**config.mk**
```make
export PLATFORM = sky130hd
export DESIGN_NAME = pcm_float_downmix_decoder
export DESIGN_NICKNAME = d
export VERILOG_FILES = /design/src/hw/rtl/pdd_pkg.sv /design/src/hw/rtl/pdd_fifo.sv /design/src/hw/rtl/pdd_front.sv /design/src/hw/rtl/pdd_back.sv /design/src/hw/rtl/pcm_float_downmix_decoder.sv
export SDC_FILE = /design/constraint.sdc
export NUM_CORES = 1
export LEC_CHECK = 0
export ABC_AREA = 1
export BUFFER_PORTS_ARGS = -buffer_cell sky130_fd_sc_hd__buf_2
export CAP_MARGIN = 15
export CELL_PAD_IN_SITES_DETAIL_PLACEMENT = 0
export CELL_PAD_IN_SITES_GLOBAL_PLACEMENT = 1
export CORE_MARGIN = 2
export CORE_UTILIZATION = 50
export CTS_CLUSTER_SIZE = 12
export DETAILED_ROUTE_END_ITERATION = 10
export GPL_TIMING_DRIVEN = 0
export MAX_ROUTING_LAYER = met4
export PLACE_DENSITY_LB_ADDON = 0.1
export SLEW_MARGIN = 10
export SYNTH_ARGS = -nofsm -noshare
export SYNTH_HDL_FRONTEND = slang
export SYNTH_SLANG_ARGS = --single-unit
```
**constraint.sdc**
```tcl
create_clock -name i_clk -period 15.78 [get_ports i_clk]
set_input_delay 1.578 -clock i_clk [delete_from_list [all_inputs] [get_ports i_clk]]
set_output_delay 1.578 -clock i_clk [all_outputs]
set_load 0.05 [all_outputs]
```
**src/hw/rtl/pdd_pkg.sv**
```systemverilog
// Shared types and constants for the PCM/float downmix decoder.
// Used by the front end, back end and top level under hw/rtl; depends on nothing else.
package pdd_pkg;

    localparam int RAW_W    = 64;
    localparam int OUT_W    = 40;
    localparam int CFG_IDX_W = 3;
    localparam int CFG_W    = 7;
    localparam int CB_W     = 7;
    localparam int VB_W     = 6;
    localparam int CC_W     = 4;

    // Quotient bits produced per divider cycle.
    localparam int DIV_RADIX_BITS = 4;

    localparam logic [CFG_IDX_W-1:0] CFG_ENCODING  = 3'd0;
    localparam logic [CFG_IDX_W-1:0] CFG_CONTAINER = 3'd1;
    localparam logic [CFG_IDX_W-1:0] CFG_VALID     = 3'd2;
    localparam logic [CFG_IDX_W-1:0] CFG_CHANNELS  = 3'd3;

    localparam logic ENC_PCM   = 1'b0;
    localparam logic ENC_FLOAT = 1'b1;

    typedef enum logic [1:0] {
        BK_ACC,
        BK_DIV,
        BK_OUT
    } t_back_state;

    typedef struct packed {
        logic frame_end;
        logic buffer_last;
    } t_frame_ctl;

endpackage

```
**src/hw/rtl/pdd_fifo.sv**
```systemverilog
// Two-entry queue between the decoding front end and the accumulating back end.
// Generic payload width; uses no package items.
module pdd_fifo #(
    parameter int W = 8
) (
    input  logic         i_clk,
    input  logic         i_rst_n,
    input  logic         i_push,
    input  logic [W-1:0] i_data,
    output logic         o_full,
    input  logic         i_pop,
    output logic         o_valid,
    output logic [W-1:0] o_data
);

    logic [W-1:0] r_mem [2];
    logic         r_wr;
    logic         r_rd;
    logic [1:0]   r_cnt;

    always_ff @(posedge i_clk) begin
        if (!i_rst_n) begin
            r_wr  <= 1'b0;
            r_rd  <= 1'b0;
            r_cnt <= 2'd0;
        end else begin
            if (i_push) begin
                r_wr <= ~r_wr;
            end
            if (i_pop) begin
                r_rd <= ~r_rd;
            end
            r_cnt <= r_cnt + 2'(i_push) - 2'(i_pop);
        end
    end

    always_ff @(posedge i_clk) begin
        if (i_push) begin
            r_mem[r_wr] <= i_data;
        end
    end

    assign o_full  = (r_cnt == 2'd2);
    assign o_valid = (r_cnt != 2'd0);
    assign o_data  = r_mem[r_rd];

endmodule

```
**src/hw/rtl/pdd_front.sv**
```systemverilog
// Front end: input register, sample decoding (PCM or float) and frame classification.
// Depends on pdd_pkg.
module pdd_front #(
    parameter int MAX_CHANNELS  = 8,
    parameter int FRACTION_BITS = 31,
    parameter int CW            = 4
) (
    input  logic                           i_clk,
    input  logic                           i_rst_n,
    input  logic                           i_in_valid,
    output logic                           o_in_stall,
    input  logic [pdd_pkg::RAW_W-1:0]      i_raw_sample,
    input  logic                           i_block_end,
    input  logic                           i_encoding,
    input  logic [pdd_pkg::CB_W-1:0]       i_container_bits,
    input  logic [pdd_pkg::VB_W-1:0]       i_valid_bits,
    input  logic [pdd_pkg::CC_W-1:0]       i_channel_count,
    output logic                           o_push,
    input  logic                           i_full,
    output logic signed [pdd_pkg::OUT_W-1:0] o_sample,
    output logic [CW-1:0]                  o_cnt,
    output pdd_pkg::t_frame_ctl            o_ctl
);

    localparam int PW      = (MAX_CHANNELS > 1) ? $clog2(MAX_CHANNELS) : 1;
    localparam int PCM_SHR = 31 - FRACTION_BITS;
    localparam int SHR_BASE = 1075 - FRACTION_BITS;
    localparam logic signed [pdd_pkg::OUT_W-1:0] SAT_POS =
        pdd_pkg::OUT_W'((64'd1 << (FRACTION_BITS + 8)) - 64'd1);
    localparam logic signed [pdd_pkg::OUT_W-1:0] SAT_NEG = -SAT_POS - 40'sd1;

    logic                        r_fv;
    logic [pdd_pkg::RAW_W-1:0]   r_raw;
    logic                        r_last;
    logic [PW-1:0]               r_pos;

    logic                        w_accept;
    logic [5:0]                  w_cb;
    logic [5:0]                  w_vb;
    logic [31:0]                 w_cont;
    logic [31:0]                 w_align;
    logic signed [pdd_pkg::OUT_W-1:0] w_pcm_ext;
    logic signed [pdd_pkg::OUT_W-1:0] w_pcm;
    logic                        w_neg;
    logic                        w_nonfinite;
    logic [10:0]                 w_e64;
    logic [52:0]                 w_m53;
    logic [11:0]                 w_shr;
    logic [52:0]                 w_mag;
    logic signed [pdd_pkg::OUT_W-1:0] w_flt;
    logic [CW-1:0]               w_n;
    logic [CW-1:0]               w_cnt;
    logic                        w_end;

    assign o_in_stall = r_fv & i_full;
    assign w_accept   = i_in_valid & ~o_in_stall;
    assign o_push     = r_fv & ~i_full;

    always_ff @(posedge i_clk) begin
        if (!i_rst_n) begin
            r_fv  <= 1'b0;
            r_pos <= '0;
        end else begin
            if (w_accept) begin
                r_fv <= 1'b1;
            end else if (o_push) begin
                r_fv <= 1'b0;
            end
            if (o_push) begin
                r_pos <= w_end ? '0 : r_pos + PW'(1);
            end
        end
    end

    always_ff @(posedge i_clk) begin
        if (w_accept) begin
            r_raw  <= i_raw_sample;
            r_last <= i_block_end;
        end
    end

    // PCM: left-justify the container in 32 bits, clear the padding, then rescale.
    always_comb begin
        if (i_container_bits == 7'd0 || i_container_bits > 7'd32) begin
            w_cb = 6'd32;
        end else begin
            w_cb = i_container_bits[5:0];
        end
        if (i_valid_bits == 6'd0 || i_valid_bits > w_cb) begin
            w_vb = w_cb;
        end else begin
            w_vb = i_valid_bits;
        end
        w_cont    = r_raw[31:0] & (32'hFFFF_FFFF >> (6'd32 - w_cb));
        w_align   = (w_cont << (6'd32 - w_cb)) & (32'hFFFF_FFFF << (6'd32 - w_vb));
        w_pcm_ext = pdd_pkg::OUT_W'($signed(w_align));
        w_pcm     = w_pcm_ext >>> PCM_SHR;
    end

    // Float: float32 is widened to the float64 layout, then one right shift truncates.
    always_comb begin
        if (i_container_bits == 7'd32) begin
            w_neg       = r_raw[31];
            w_nonfinite = (r_raw[30:23] == 8'hFF);
            if (r_raw[30:23] == 8'd0) begin
                w_e64 = 11'd897;
                w_m53 = {1'b0, r_raw[22:0], 29'd0};
            end else begin
                w_e64 = {3'd0, r_raw[30:23]} + 11'd896;
                w_m53 = {1'b1, r_raw[22:0], 29'd0};
            end
        end else begin
            w_neg       = r_raw[63];
            w_nonfinite = (r_raw[62:52] == 11'h7FF);
            if (r_raw[62:52] == 11'd0) begin
                w_e64 = 11'd1;
                w_m53 = {1'b0, r_raw[51:0]};
            end else begin
                w_e64 = r_raw[62:52];
                w_m53 = {1'b1, r_raw[51:0]};
            end
        end
        w_shr = 12'(SHR_BASE) - {1'b0, w_e64};
        w_mag = (w_shr >= 12'd53) ? 53'd0 : (w_m53 >> w_shr[5:0]);
        if (w_nonfinite) begin
            w_flt = '0;
        end else if (w_e64 >= 11'd1031) begin
            w_flt = w_neg ? SAT_NEG : SAT_POS;
        end else if (w_neg) begin
            w_flt = -$signed(w_mag[pdd_pkg::OUT_W-1:0]);
        end else begin
            w_flt = $signed(w_mag[pdd_pkg::OUT_W-1:0]);
        end
    end

    // A frame closes on its last channel or on a buffer end, whichever comes first.
    always_comb begin
        if (i_channel_count == '0) begin
            w_n = CW'(1);
        end else if (32'(i_channel_count) > MAX_CHANNELS) begin
            w_n = CW'(MAX_CHANNELS);
        end else begin
            w_n = CW'(i_channel_count);
        end
        w_cnt = CW'(r_pos) + CW'(1);
        w_end = (w_cnt >= w_n) | r_last;
    end

    assign o_sample          = (i_encoding == pdd_pkg::ENC_FLOAT) ? w_flt : w_pcm;
    assign o_cnt             = w_cnt;
    assign o_ctl.frame_end   = w_end;
    assign o_ctl.buffer_last = r_last;

endmodule

```
**src/hw/rtl/pdd_back.sv**
```systemverilog
// Back end: frame accumulator, radix-16 restoring divider and output register.
// Depends on pdd_pkg.
module pdd_back #(
    parameter int MAX_CHANNELS = 8,
    parameter int CW           = 4
) (
    input  logic                             i_clk,
    input  logic                             i_rst_n,
    input  logic                             i_q_valid,
    output logic                             o_pop,
    input  logic signed [pdd_pkg::OUT_W-1:0] i_sample,
    input  logic [CW-1:0]                    i_cnt,
    input  pdd_pkg::t_frame_ctl              i_ctl,
    output logic                             o_busy,
    output logic                             o_out_valid,
    input  logic                             i_out_stall,
    output logic signed [pdd_pkg::OUT_W-1:0] o_mono_value,
    output logic                             o_buffer_last
);

    localparam int R         = pdd_pkg::DIV_RADIX_BITS;
    localparam int SUM_W     = pdd_pkg::OUT_W + $clog2(MAX_CHANNELS);
    localparam int DIV_STEPS = (SUM_W + R - 1) / R;
    localparam int PAD_W     = DIV_STEPS * R;
    localparam int SW        = $clog2(DIV_STEPS + 1);

    pdd_pkg::t_back_state r_state, n_state;
    logic signed [SUM_W-1:0] r_sum, n_sum;
    logic [PAD_W-1:0]        r_q, n_q;
    logic [CW-1:0]           r_rem, n_rem;
    logic [CW-1:0]           r_div, n_div;
    logic                    r_neg, n_neg;
    logic                    r_last, n_last;
    logic [SW-1:0]           r_step, n_step;
    logic                    r_ov, n_ov;
    logic signed [pdd_pkg::OUT_W-1:0] r_out, n_out;
    logic                    r_out_last, n_out_last;

    logic signed [SUM_W-1:0] v_sum;
    logic [SUM_W-1:0]        v_abs;
    logic [PAD_W-1:0]        v_q;
    logic [CW-1:0]           v_rem;
    logic [CW:0]             v_t;
    logic [pdd_pkg::OUT_W-1:0] v_mag;

    always_ff @(posedge i_clk) begin
        if (!i_rst_n) begin
            r_state <= pdd_pkg::BK_ACC;
            r_sum   <= '0;
            r_ov    <= 1'b0;
        end else begin
            r_state <= n_state;
            r_sum   <= n_sum;
            r_ov    <= n_ov;
        end
    end

    always_ff @(posedge i_clk) begin
        r_q        <= n_q;
        r_rem      <= n_rem;
        r_div      <= n_div;
        r_neg      <= n_neg;
        r_last     <= n_last;
        r_step     <= n_step;
        r_out      <= n_out;
        r_out_last <= n_out_last;
    end

    always_comb begin
        n_state    = r_state;
        n_sum      = r_sum;
        n_q        = r_q;
        n_rem      = r_rem;
        n_div      = r_div;
        n_neg      = r_neg;
        n_last     = r_last;
        n_step     = r_step;
        n_ov       = r_ov & i_out_stall;
        n_out      = r_out;
        n_out_last = r_out_last;
        o_pop      = 1'b0;
        v_sum      = r_sum + SUM_W'(i_sample);
        v_abs      = v_sum[SUM_W-1] ? SUM_W'(-v_sum) : SUM_W'(v_sum);
        v_q        = r_q;
        v_rem      = r_rem;
        v_t        = '0;
        v_mag      = r_q[pdd_pkg::OUT_W-1:0];

        unique case (r_state)
            pdd_pkg::BK_ACC: begin
                if (i_q_valid) begin
                    o_pop = 1'b1;
                    if (i_ctl.frame_end) begin
                        n_sum   = '0;
                        n_neg   = v_sum[SUM_W-1];
                        n_q     = PAD_W'(v_abs);
                        n_div   = i_cnt;
                        n_rem   = '0;
                        n_step  = '0;
                        n_last  = i_ctl.buffer_last;
                        n_state = (i_cnt == CW'(1)) ? pdd_pkg::BK_OUT : pdd_pkg::BK_DIV;
                    end else begin
                        n_sum = v_sum;
                    end
                end
            end
            pdd_pkg::BK_DIV: begin
                for (int i = 0; i < R; i++) begin
                    v_t = {v_rem, v_q[PAD_W-1]};
                    v_q = {v_q[PAD_W-2:0], 1'b0};
                    if (v_t >= {1'b0, r_div}) begin
                        v_t    = v_t - {1'b0, r_div};
                        v_q[0] = 1'b1;
                    end
                    v_rem = v_t[CW-1:0];
                end
                n_q    = v_q;
                n_rem  = v_rem;
                n_step = r_step + SW'(1);
                if (r_step == SW'(DIV_STEPS - 1)) begin
                    n_state = pdd_pkg::BK_OUT;
                end
            end
            pdd_pkg::BK_OUT: begin
                if (!r_ov || !i_out_stall) begin
                    n_ov       = 1'b1;
                    n_out      = r_neg ? -$signed(v_mag) : $signed(v_mag);
                    n_out_last = r_last;
                    n_state    = pdd_pkg::BK_ACC;
                end
            end
            default: begin
                n_state = pdd_pkg::BK_ACC;
            end
        endcase
    end

    assign o_busy        = (r_state != pdd_pkg::BK_ACC);
    assign o_out_valid   = r_ov;
    assign o_mono_value  = r_out;
    assign o_buffer_last = r_out_last;

endmodule

```
**src/hw/rtl/pcm_float_downmix_decoder.sv**
```systemverilog
// Top level of the PCM/float downmix decoder: configuration registers, front end,
// queue and back end. Depends on pdd_pkg, pdd_front, pdd_fifo and pdd_back.
//
// Usage: each request on the input channel carries one channel sample in its
// little-endian container (i_raw_sample) and a buffer-end flag. Samples of one
// frame are interleaved channel by channel. After the last channel of a frame,
// or at a buffer end, one request on the output channel carries the frame
// average (40-bit signed, FRACTION_BITS fraction bits) and the buffer-end flag.
// Both channels use valid/stall; an item moves when valid is high and stall low.
// The user writes the configuration registers through i_cfg_we/i_cfg_index/i_cfg_data
// only while the block is idle; the block itself does not enforce this.
// Within a frame the block takes one sample per cycle while the back end is not busy
// closing a frame: the front end registers and decodes it, and the back end adds it
// from a two-entry queue. Closing a frame loads the divider from the frame sum, runs
// the divider (skipped when the frame holds one sample) and then loads the output
// register. Reset (synchronous, active low) restores the default configuration,
// empties the frame sum and queue and clears the output valid flag. When the receiver
// stalls, the result is held, the back end waits and the queue and then input stall fill.
module pcm_float_downmix_decoder #(
    parameter int MAX_CHANNELS  = 8,
    parameter int FRACTION_BITS = 31
) (
    input  logic                                 i_clk,
    input  logic                                 i_rst_n,
    input  logic                                 i_in_valid,
    output logic                                 o_in_stall,
    input  logic [pdd_pkg::RAW_W-1:0]            i_raw_sample,
    input  logic                                 i_block_end,
    output logic                                 o_out_valid,
    input  logic                                 i_out_stall,
    output logic signed [pdd_pkg::OUT_W-1:0]     o_mono_value,
    output logic                                 o_buffer_last,
    input  logic                                 i_cfg_we,
    input  logic [pdd_pkg::CFG_IDX_W-1:0]        i_cfg_index,
    input  logic [pdd_pkg::CFG_W-1:0]            i_cfg_data
);

    localparam int CW = $clog2(MAX_CHANNELS + 1);
    localparam int QW = pdd_pkg::OUT_W + CW + 2;

    logic                        r_encoding;
    logic [pdd_pkg::CB_W-1:0]    r_container_bits;
    logic [pdd_pkg::VB_W-1:0]    r_valid_bits;
    logic [pdd_pkg::CC_W-1:0]    r_channel_count;

    logic                        w_push;
    logic                        w_full;
    logic signed [pdd_pkg::OUT_W-1:0] w_f_sample;
    logic [CW-1:0]               w_f_cnt;
    pdd_pkg::t_frame_ctl         w_f_ctl;
    logic                        w_pop;
    logic                        w_q_valid;
    logic [QW-1:0]               w_q_data;
    logic signed [pdd_pkg::OUT_W-1:0] w_q_sample;
    logic [CW-1:0]               w_q_cnt;
    pdd_pkg::t_frame_ctl         w_q_ctl;
    logic                        w_back_busy;

    always_ff @(posedge i_clk) begin
        if (!i_rst_n) begin
            r_encoding       <= pdd_pkg::ENC_PCM;
            r_container_bits <= 7'd16;
            r_valid_bits     <= 6'd16;
            r_channel_count  <= 4'd2;
        end else if (i_cfg_we) begin
            case (i_cfg_index)
                pdd_pkg::CFG_ENCODING:  r_encoding       <= i_cfg_data[0];
                pdd_pkg::CFG_CONTAINER: r_container_bits <= i_cfg_data;
                pdd_pkg::CFG_VALID:     r_valid_bits     <= i_cfg_data[5:0];
                pdd_pkg::CFG_CHANNELS:  r_channel_count  <= i_cfg_data[3:0];
                default: ;
            endcase
        end
    end

    pdd_front #(
        .MAX_CHANNELS  (MAX_CHANNELS),
        .FRACTION_BITS (FRACTION_BITS),
        .CW            (CW)
    ) u_front (
        .i_clk            (i_clk),
        .i_rst_n          (i_rst_n),
        .i_in_valid       (i_in_valid),
        .o_in_stall       (o_in_stall),
        .i_raw_sample     (i_raw_sample),
        .i_block_end      (i_block_end),
        .i_encoding       (r_encoding),
        .i_container_bits (r_container_bits),
        .i_valid_bits     (r_valid_bits),
        .i_channel_count  (r_channel_count),
        .o_push           (w_push),
        .i_full           (w_full),
        .o_sample         (w_f_sample),
        .o_cnt            (w_f_cnt),
        .o_ctl            (w_f_ctl)
    );

    pdd_fifo #(
        .W (QW)
    ) u_queue (
        .i_clk   (i_clk),
        .i_rst_n (i_rst_n),
        .i_push  (w_push),
        .i_data  ({w_f_sample, w_f_cnt, w_f_ctl}),
        .o_full  (w_full),
        .i_pop   (w_pop),
        .o_valid (w_q_valid),
        .o_data  (w_q_data)
    );

    assign w_q_sample = $signed(w_q_data[QW-1 -: pdd_pkg::OUT_W]);
    assign w_q_cnt    = w_q_data[CW+1:2];
    assign w_q_ctl    = w_q_data[1:0];

    pdd_back #(
        .MAX_CHANNELS (MAX_CHANNELS),
        .CW           (CW)
    ) u_back (
        .i_clk         (i_clk),
        .i_rst_n       (i_rst_n),
        .i_q_valid     (w_q_valid),
        .o_pop         (w_pop),
        .i_sample      (w_q_sample),
        .i_cnt         (w_q_cnt),
        .i_ctl         (w_q_ctl),
        .o_busy        (w_back_busy),
        .o_out_valid   (o_out_valid),
        .i_out_stall   (i_out_stall),
        .o_mono_value  (o_mono_value),
        .o_buffer_last (o_buffer_last)
    );

    // Reset leaves no result pending and the input open.
    a_reset_clears : assert property (@(posedge i_clk)
        !i_rst_n |=> !o_out_valid && !o_in_stall)
        else $error("output or input stall active after reset");

    // Taking a frame's closing sample must hand the frame over to the divider.
    a_frame_close : assert property (@(posedge i_clk) disable iff (!i_rst_n)
        w_pop && w_q_ctl.frame_end |=> w_back_busy)
        else $error("frame end taken without starting the average");

    // The back end takes nothing from the queue while a frame is being closed.
    a_no_pop_busy : assert property (@(posedge i_clk) disable iff (!i_rst_n)
        w_back_busy |-> !w_pop)
        else $error("queue popped while back end busy");

endmodule

```
# Word-level counts from Yosys, hierarchy flattened

Memory sizes are Yosys's and may differ from the RTL's. A register that Yosys moved wholly into a read port is not among the register bits.
Cells that the tools add are included.

Bits in registers: 236
Latch bits: 0
RAM bits: 92
Memory bits (read-only): 0
Input bits: 80
Output and inout port bits: 43
Logic and storage cells: 160
Memories: 1

Add/sub/neg operators: 17
Multipliers: 0
Divide/modulo/power cells: 0
$lt $le $gt $ge: 10
Equal/unequal tests: 15
Shift operators: 4
Multiplexer cells: 56
Bitwise logic cells: 11
Reduce and logical (&&, ||, !) cells: 24

Memories:

| memory        | depth | bits a word | rd ports | clocked after Yosys merged registers in | write ports | line           | source |
|---|---|---|---|---|---|---|---|
| u_queue.r_mem | 2     | 46          | 1        | 1                                       | 1           | pdd_fifo.sv:16 | `logic [W-1:0] r_mem [2];` |

Operators by type and width:

| kind                     | number |
|---|---|
| $mux W40                 | 7 |
| $mux W53                 | 3 |
| $mux W44                 | 2 |
| $pmux W44 S2             | 1 |
| $mux W43                 | 2 |
| $neg A40 Y40             | 2 |
| $and A32 B32 Y32         | 2 |
| $shr A53 B6 Y40          | 1 |
| $mux W4                  | 11 |
| $add A43 B40 Y43         | 1 |
| $neg A43 Y43             | 1 |
| $mux W11                 | 3 |
| $shl A32 B6 Y32          | 1 |
| $shl A32 B6 Y32 const A  | 1 |
| $shr A32 B6 Y32 const A  | 1 |
| $ge A5 B4 Y1             | 4 |
| $mux W1                  | 16 |
| $pmux W4 S2              | 2 |
| $sub A4 B4 Y4            | 4 |
| $ge A12 B6 Y1 const B    | 1 |
| $mux W6                  | 2 |
| $reduce_and A2 Y1        | 6 |
| $sub A11 B11 Y12 const A | 1 |
| $sub A6 B6 Y6 const A    | 2 |
| 40 further kinds         | 60 |

# Logic depth before layout (Yosys ltp)

Depth after elaboration: 12
Mapped depth: 37
Gate-level depth less buffers: 37

# Modules after synthesis

Synthesis repeated with hierarchy kept, for this count alone.

Cell total of the unflattened synthesis: 4083
Area total of the unflattened synthesis: 27829.2 µm²

Modules (own cells, without submodules):

| module                    | instances | cells each | area an instance (µm²) | seq. area each (µm²) |
|---|---|---|---|---|
| pdd_front                 | 1         | 2051       | 11656.2                | 2031.9 |
| pdd_back                  | 1         | 1742       | 11633.7                | 3893.7 |
| pdd_fifo                  | 1         | 176        | 3747.3                 | 2862.7 |
| pcm_float_downmix_decoder | 1         | 114        | 792.0                  | 360.3 |

# Least setup slack after synthesis

Ideal clock, no wire load.

Path kind: register to register
Start point: register u_back.r_div[1]
End point: register u_back.r_q[0] (data pin)
Setup time: 0.266 ns
Arrival time: 5.483 ns
Data required time: 15.514 ns
Setup slack: 10.031 ns
Stages on the path, launching flop included: 36
Path buffers: 0
Period minus slack after synthesis: 5.749 ns
Path through: edfxtp_1 inv_1 ha_1 nand2_1 nor2_1 o21ai_0 nand3_1 mux2_2 ha_1 nand2_1 nor2_1 a211oi_1 or2_2 nand2_1 inv_1 or2_2 o21ai_0 ha_1 nand2_1 nor2_1 a211oi_1 nand2_1 a21oi_1 nand2_1 inv_1 nand2_1 o21ai_0 ha_1 a21oi_1 nor2_1 nor2_1 nor2_1 nor3_1 nand3_1 nor2_1 a21oi_1

Word-level cells in the longest chain between the ends: 12
Elaborated cells between the ends (all ways): 15
Those cells by class: add/sub (3); order compare (4); mux (8)

RTL lines:

| element                                       | line                             | source |
|---|---|---|
| start: declaration                            | pdd_back.sv:31                   | `logic [CW-1:0] r_div, n_div;` |
| start signal: assignment                      | pdd_back.sv:61                   | `r_div <= n_div;` |
| $sub A4 B4 Y4 or $ge A5 B4 Y1 (tied branches) | pdd_back.sv:112, pdd_back.sv:111 |  |
| $mux W4                                       | pdd_back.sv:111                  | `if (v_t >= {1'b0, r_div}) begin` |
| $mux W4                                       | pdd_back.sv:89                   | `unique case (r_state)` |
| $sub A4 B4 Y4 or $ge A5 B4 Y1 (tied branches) | pdd_back.sv:112, pdd_back.sv:111 |  |
| $mux W4                                       | pdd_back.sv:111                  |  |
| $mux W4                                       | pdd_back.sv:89                   |  |
| $sub A4 B4 Y4 or $ge A5 B4 Y1 (tied branches) | pdd_back.sv:112, pdd_back.sv:111 |  |
| $mux W4                                       | pdd_back.sv:111                  |  |
| $mux W4                                       | pdd_back.sv:89                   |  |
| $ge A5 B4 Y1 *                                | pdd_back.sv:111                  |  |
| $mux W1 *                                     | pdd_back.sv:111                  |  |
| $pmux W44 S2 *                                | pdd_back.sv:89                   |  |
| net u_back.n_q[0]                             | pdd_back.sv:29                   | `logic [PAD_W-1:0] r_q, n_q;` |
| end signal: assignment                        | pdd_back.sv:59                   | `r_q <= n_q;` |
| end: declaration                              | pdd_back.sv:29                   |  |

The timed path passes the listed nets; every way through them passes the cells marked *. The select of a mux whose other input is x is not followed.
A chain may end at the register's enable or synchronous reset.

# Final worst setup path

Start point: register u_back.r_div[1]
End point: register u_back.r_rem[3] (data pin)

Word-level cells in the longest chain between the ends: 12
Elaborated cells between the ends (all ways): 16
Those cells by class: add/sub (4); order compare (4); mux (8)

RTL lines:

| element                                       | line                             | source |
|---|---|---|
| $sub A4 B4 Y4 or $ge A5 B4 Y1 (tied branches) | pdd_back.sv:112, pdd_back.sv:111 |  |
| $mux W4                                       | pdd_back.sv:111                  |  |
| $mux W4                                       | pdd_back.sv:89                   |  |
| $sub A4 B4 Y4 or $ge A5 B4 Y1 (tied branches) | pdd_back.sv:112, pdd_back.sv:111 |  |
| $mux W4                                       | pdd_back.sv:111                  |  |
| $mux W4                                       | pdd_back.sv:89                   |  |
| $ge A5 B4 Y1 or $sub A4 B4 Y4 (tied branches) | pdd_back.sv:111, pdd_back.sv:112 |  |
| $mux W4                                       | pdd_back.sv:111                  |  |
| $mux W4                                       | pdd_back.sv:89                   |  |
| $sub A4 B4 Y4 or $ge A5 B4 Y1 (tied branches) | pdd_back.sv:112, pdd_back.sv:111 |  |
| $mux W4 *                                     | pdd_back.sv:111                  |  |
| $pmux W4 S2 *                                 | pdd_back.sv:89                   |  |
| end signal: assignment                        | pdd_back.sv:60                   | `r_rem <= n_rem;` |
| end: declaration                              | pdd_back.sv:30                   | `logic [CW-1:0] r_rem, n_rem;` |

Mark *: on every way between the ends. The rest lies on a longest branch, timed or not. The select of a mux whose other input is x is not followed.

==> flow_summary.yaml <==
min_path:
  min_to: "u_back.o_buffer_last"
  hold_path_class: "flop to flop"
  holdPathStages: 0
  worstHoldStart: "u_back.r_last"
placed_design:
  dp_worst_setup_slack_ps: 8580
  dpl.hpwl_mm: 82.7
  place.gp.congestion: 1.06
  placed_area_um2: 28000
  io_buffer_count: 122
global_routing:
  grt_pass1_vias: 26500
  groute.usage.overall_pct: 38.5
  grt_max_degree: 35
  grt.overflow.total: 0
  grt_first_pass_wirelength_mm: 154
  antenna_found_initial: 0
clock_tree:
  path_clk_slew_ps: 60
  clk_path_buf_depth: 3
  cts_setup_buffers: 0
  cts_tree: "built"
  clock-sinks: 329
  clk_latency_ps: 580
  cts_resized: 0
  htreeDepth: 2
  cts_root_buf: "clkbuf_16"
  ctsHoldBuffers: 0
  numCtsBuffers: 38
drt:
  first_pass_iters: 6
  ant_nets: 0
  highest_layer: "met4"
  wl_met1_mm: 38.1
  met2_length_mm: 49.2
  drc: 0
  wl_per_cell_um: 22.4
  dr_wl_met3_mm: 7.02
  drt-total-wl_mm: 104
  drt_iter0_drc: 2989
  viasPerCell: 6.01
  vias: 27800
critical_path:
  slowest_delay_ps: 480
  r2r_start: "u_back.r_div[1]"
  worstSetupEndpointType: "flop"
  r2r.worst_path.cells: 36
  crit_slowest_cell: "edfxtp_1"
  critPathKind: "flop to flop"
  path_max_fanout: 8
  worst_ep_required_time_ps: 16120
  crit_arrival_ps: 7710
  timing.rr.end: "u_back.r_rem[3]"
  crit_path_frequent_cell: "nand2_1"
  startpoint_type: "flop"
  rrSetupSlack_ps: 8410
pwr:
  ir_worst_vdd_v: 0.000193
  p_per_area_nw_per_um2: 194
  design_power_total_mw: 5.67
  p_leak_nw: 13.2
sta:
  tns_ps: 0
  maxSlewHeadroom_pct: 26.9
  rsz0062_at_grt: "false"
  clock.fmax_ghz: 0.136
  fin_crit_ps: 7370
  finClkSkew_ps: 30.9
  slew_viol_final: 0
  hold_viol_final: 0
  fin_ws_ps: 8410
  post-route-period-util_pct: 46.7
  worst_pin_slew_ps: 1090
  setup_viol: 0
synth:
  synth_edf_count: 256
  synthCells: 3746
  seq_area_frac_synth_pct: 34.7
  ys.flop_type: "edfxtp_1"
  syn_area_per_cell_um2: 7.04
  async_flop_share_pct: 0
  yosysUniqueCellTypes: 60
  ys_seq_elements: 329
  syn_area_um2: 26400
  ys_warn_count: 0
  synth_fp_nets: 3918
floorplanning:
  die_area_um2: 54600
  row_count: 84
  io_pins: 123
  die_width_um: 234
  die_h_um: 234
  core_area_um2: 52300
  initial_utilization_pct: 50.4
finish:
  ff_latch_area_um2: 9150
  n_antenna_cell: 0
  fin_area_um2: 29200
  nFillCells: 5067
  layout_commonest_cell: "nand2_1"
  nets: 4085
  drive_gt1_share_pct: 9.72
  final_cell_mix: "nand2_1, nand3_1, inv_1"
  synthToLayoutAreaGrowth_pct: 10.8
  multiInputGateArea_um2: 15000
job:
  max-cap-violations: 0
run_status:
  status: "finished clean"
-- logic make-up after synthesis --
logic type | after synthesis | synth area share, %
buffers and inverters | 520 | 8.31
multiplexers | 61 | 2.53
flip-flops | 329 | 34.7
AO/OA/AOI/OAI | 533 | 11.2
XOR/XNOR | 112 | 3.72
adder cells (fa/ha/maj) | 92 | 4.51
AND/OR/NAND/NOR | 2099 | 35.0
-- synthesized netlist by cell type (all sizes together) (73+ instances only) --
cell type,count,area share [%]
dfxtp,73,5.5
clkbuf,81,1.2
nor2,326,5.0
o21ai,271,5.2
inv,354,5.0
edfxtp,256,29
a21oi,156,3.0
xor2,78,2.6
nand3,589,12
nand2,1033,15
buf,77,2.0
ha,87,4.1
-- per-layer routing --
layer | up-vias | GRT usage [%]
met5 | - | -
li1 | 13000 | -
met4 | 0 | 29.6
met1 | 12900 | 41.9
met2 | 1442 | 63.8
met3 | 462 | 5.09
-- sequential cells by signal, indices dropped and copies added (netlist names), 2 cells and up, named ones only --
signal               cells
u_back.r_q              44
u_queue.r_mem           92
u_back.r_step            4
u_front.r_raw           64
u_back.o_mono_value     40
u_back.r_div             4
r_valid_bits             6
u_back.r_sum            43
u_front.r_pos            3
u_back.r_state           2
r_container_bits         7
u_back.r_rem             4
u_queue.r_cnt            2
r_channel_count          4
-- area by class of cell --
type | count | share of cell area [%]
Clock inverter | 16 | 0.784
Clock buffer | 53 | 3.45
Multi-Input combinational cell | 2897 | 51.5
Sequential cell | 329 | 31.3
Buffer | 158 | 2.85
Timing Repair Buffer | 127 | 2.46
Tap cell | 688 | 2.95
Inverter | 362 | 4.65
-- per-stage QoR --
| stage | hold WS, ps | std cells | utilization [%] |
|---|---|---|---|
| global route | 433 | 4630 | 55.8 |
| global placement | 407 | 4556 | 53.2 |
| finish | 425 | 4630 | 55.8 |
| floorplan | 400 | 3746 | - |
| detailed placement | 413 | 4561 | 53.4 |
| CTS | 426 | 4630 | 55.8 |
-- report_power, final --
part / internal [mW] / switching (mW) / leakage [nW]
registers: 1.29 / 0.154 / 3.01
logic: 1.00 / 2.34 / 9.59
clock network: 0.518 / 0.363 / 0.592
total: 2.81 / 2.86 / 13.2
-- how the worst max path moves through the flow --
stage | startpoint | to | slack [ps] | cells past startpoint
after floorplan | u_back.r_div[1] | u_back.r_q[0] | 10030 | 35
after global placement | u_back.r_div[1] | u_back.r_rem[3] | 8990 | 36
after detailed placement | u_back.r_div[1] | u_back.r_rem[3] | 8580 | 36
after CTS | u_back.r_div[1] | u_back.r_rem[3] | 8540 | 36
after global routing | u_back.r_div[1] | u_back.r_rem[3] | 8020 | 36
final | u_back.r_div[1] | u_back.r_rem[3] | 8410 | 36
-- critical path: cells and delay by family, from the launching register on --
| family | cells | cell delay [ps] |
|---|---|---|
| simple gates | 20 | 2860 |
| compound gates | 8 | 1390 |
| fa+ha+maj | 4 | 1330 |
| buf+inv | 3 | 660 |
| flops | 1 | 480 |
| mux | 1 | 410 |
(Power assumes the default switching activity.)
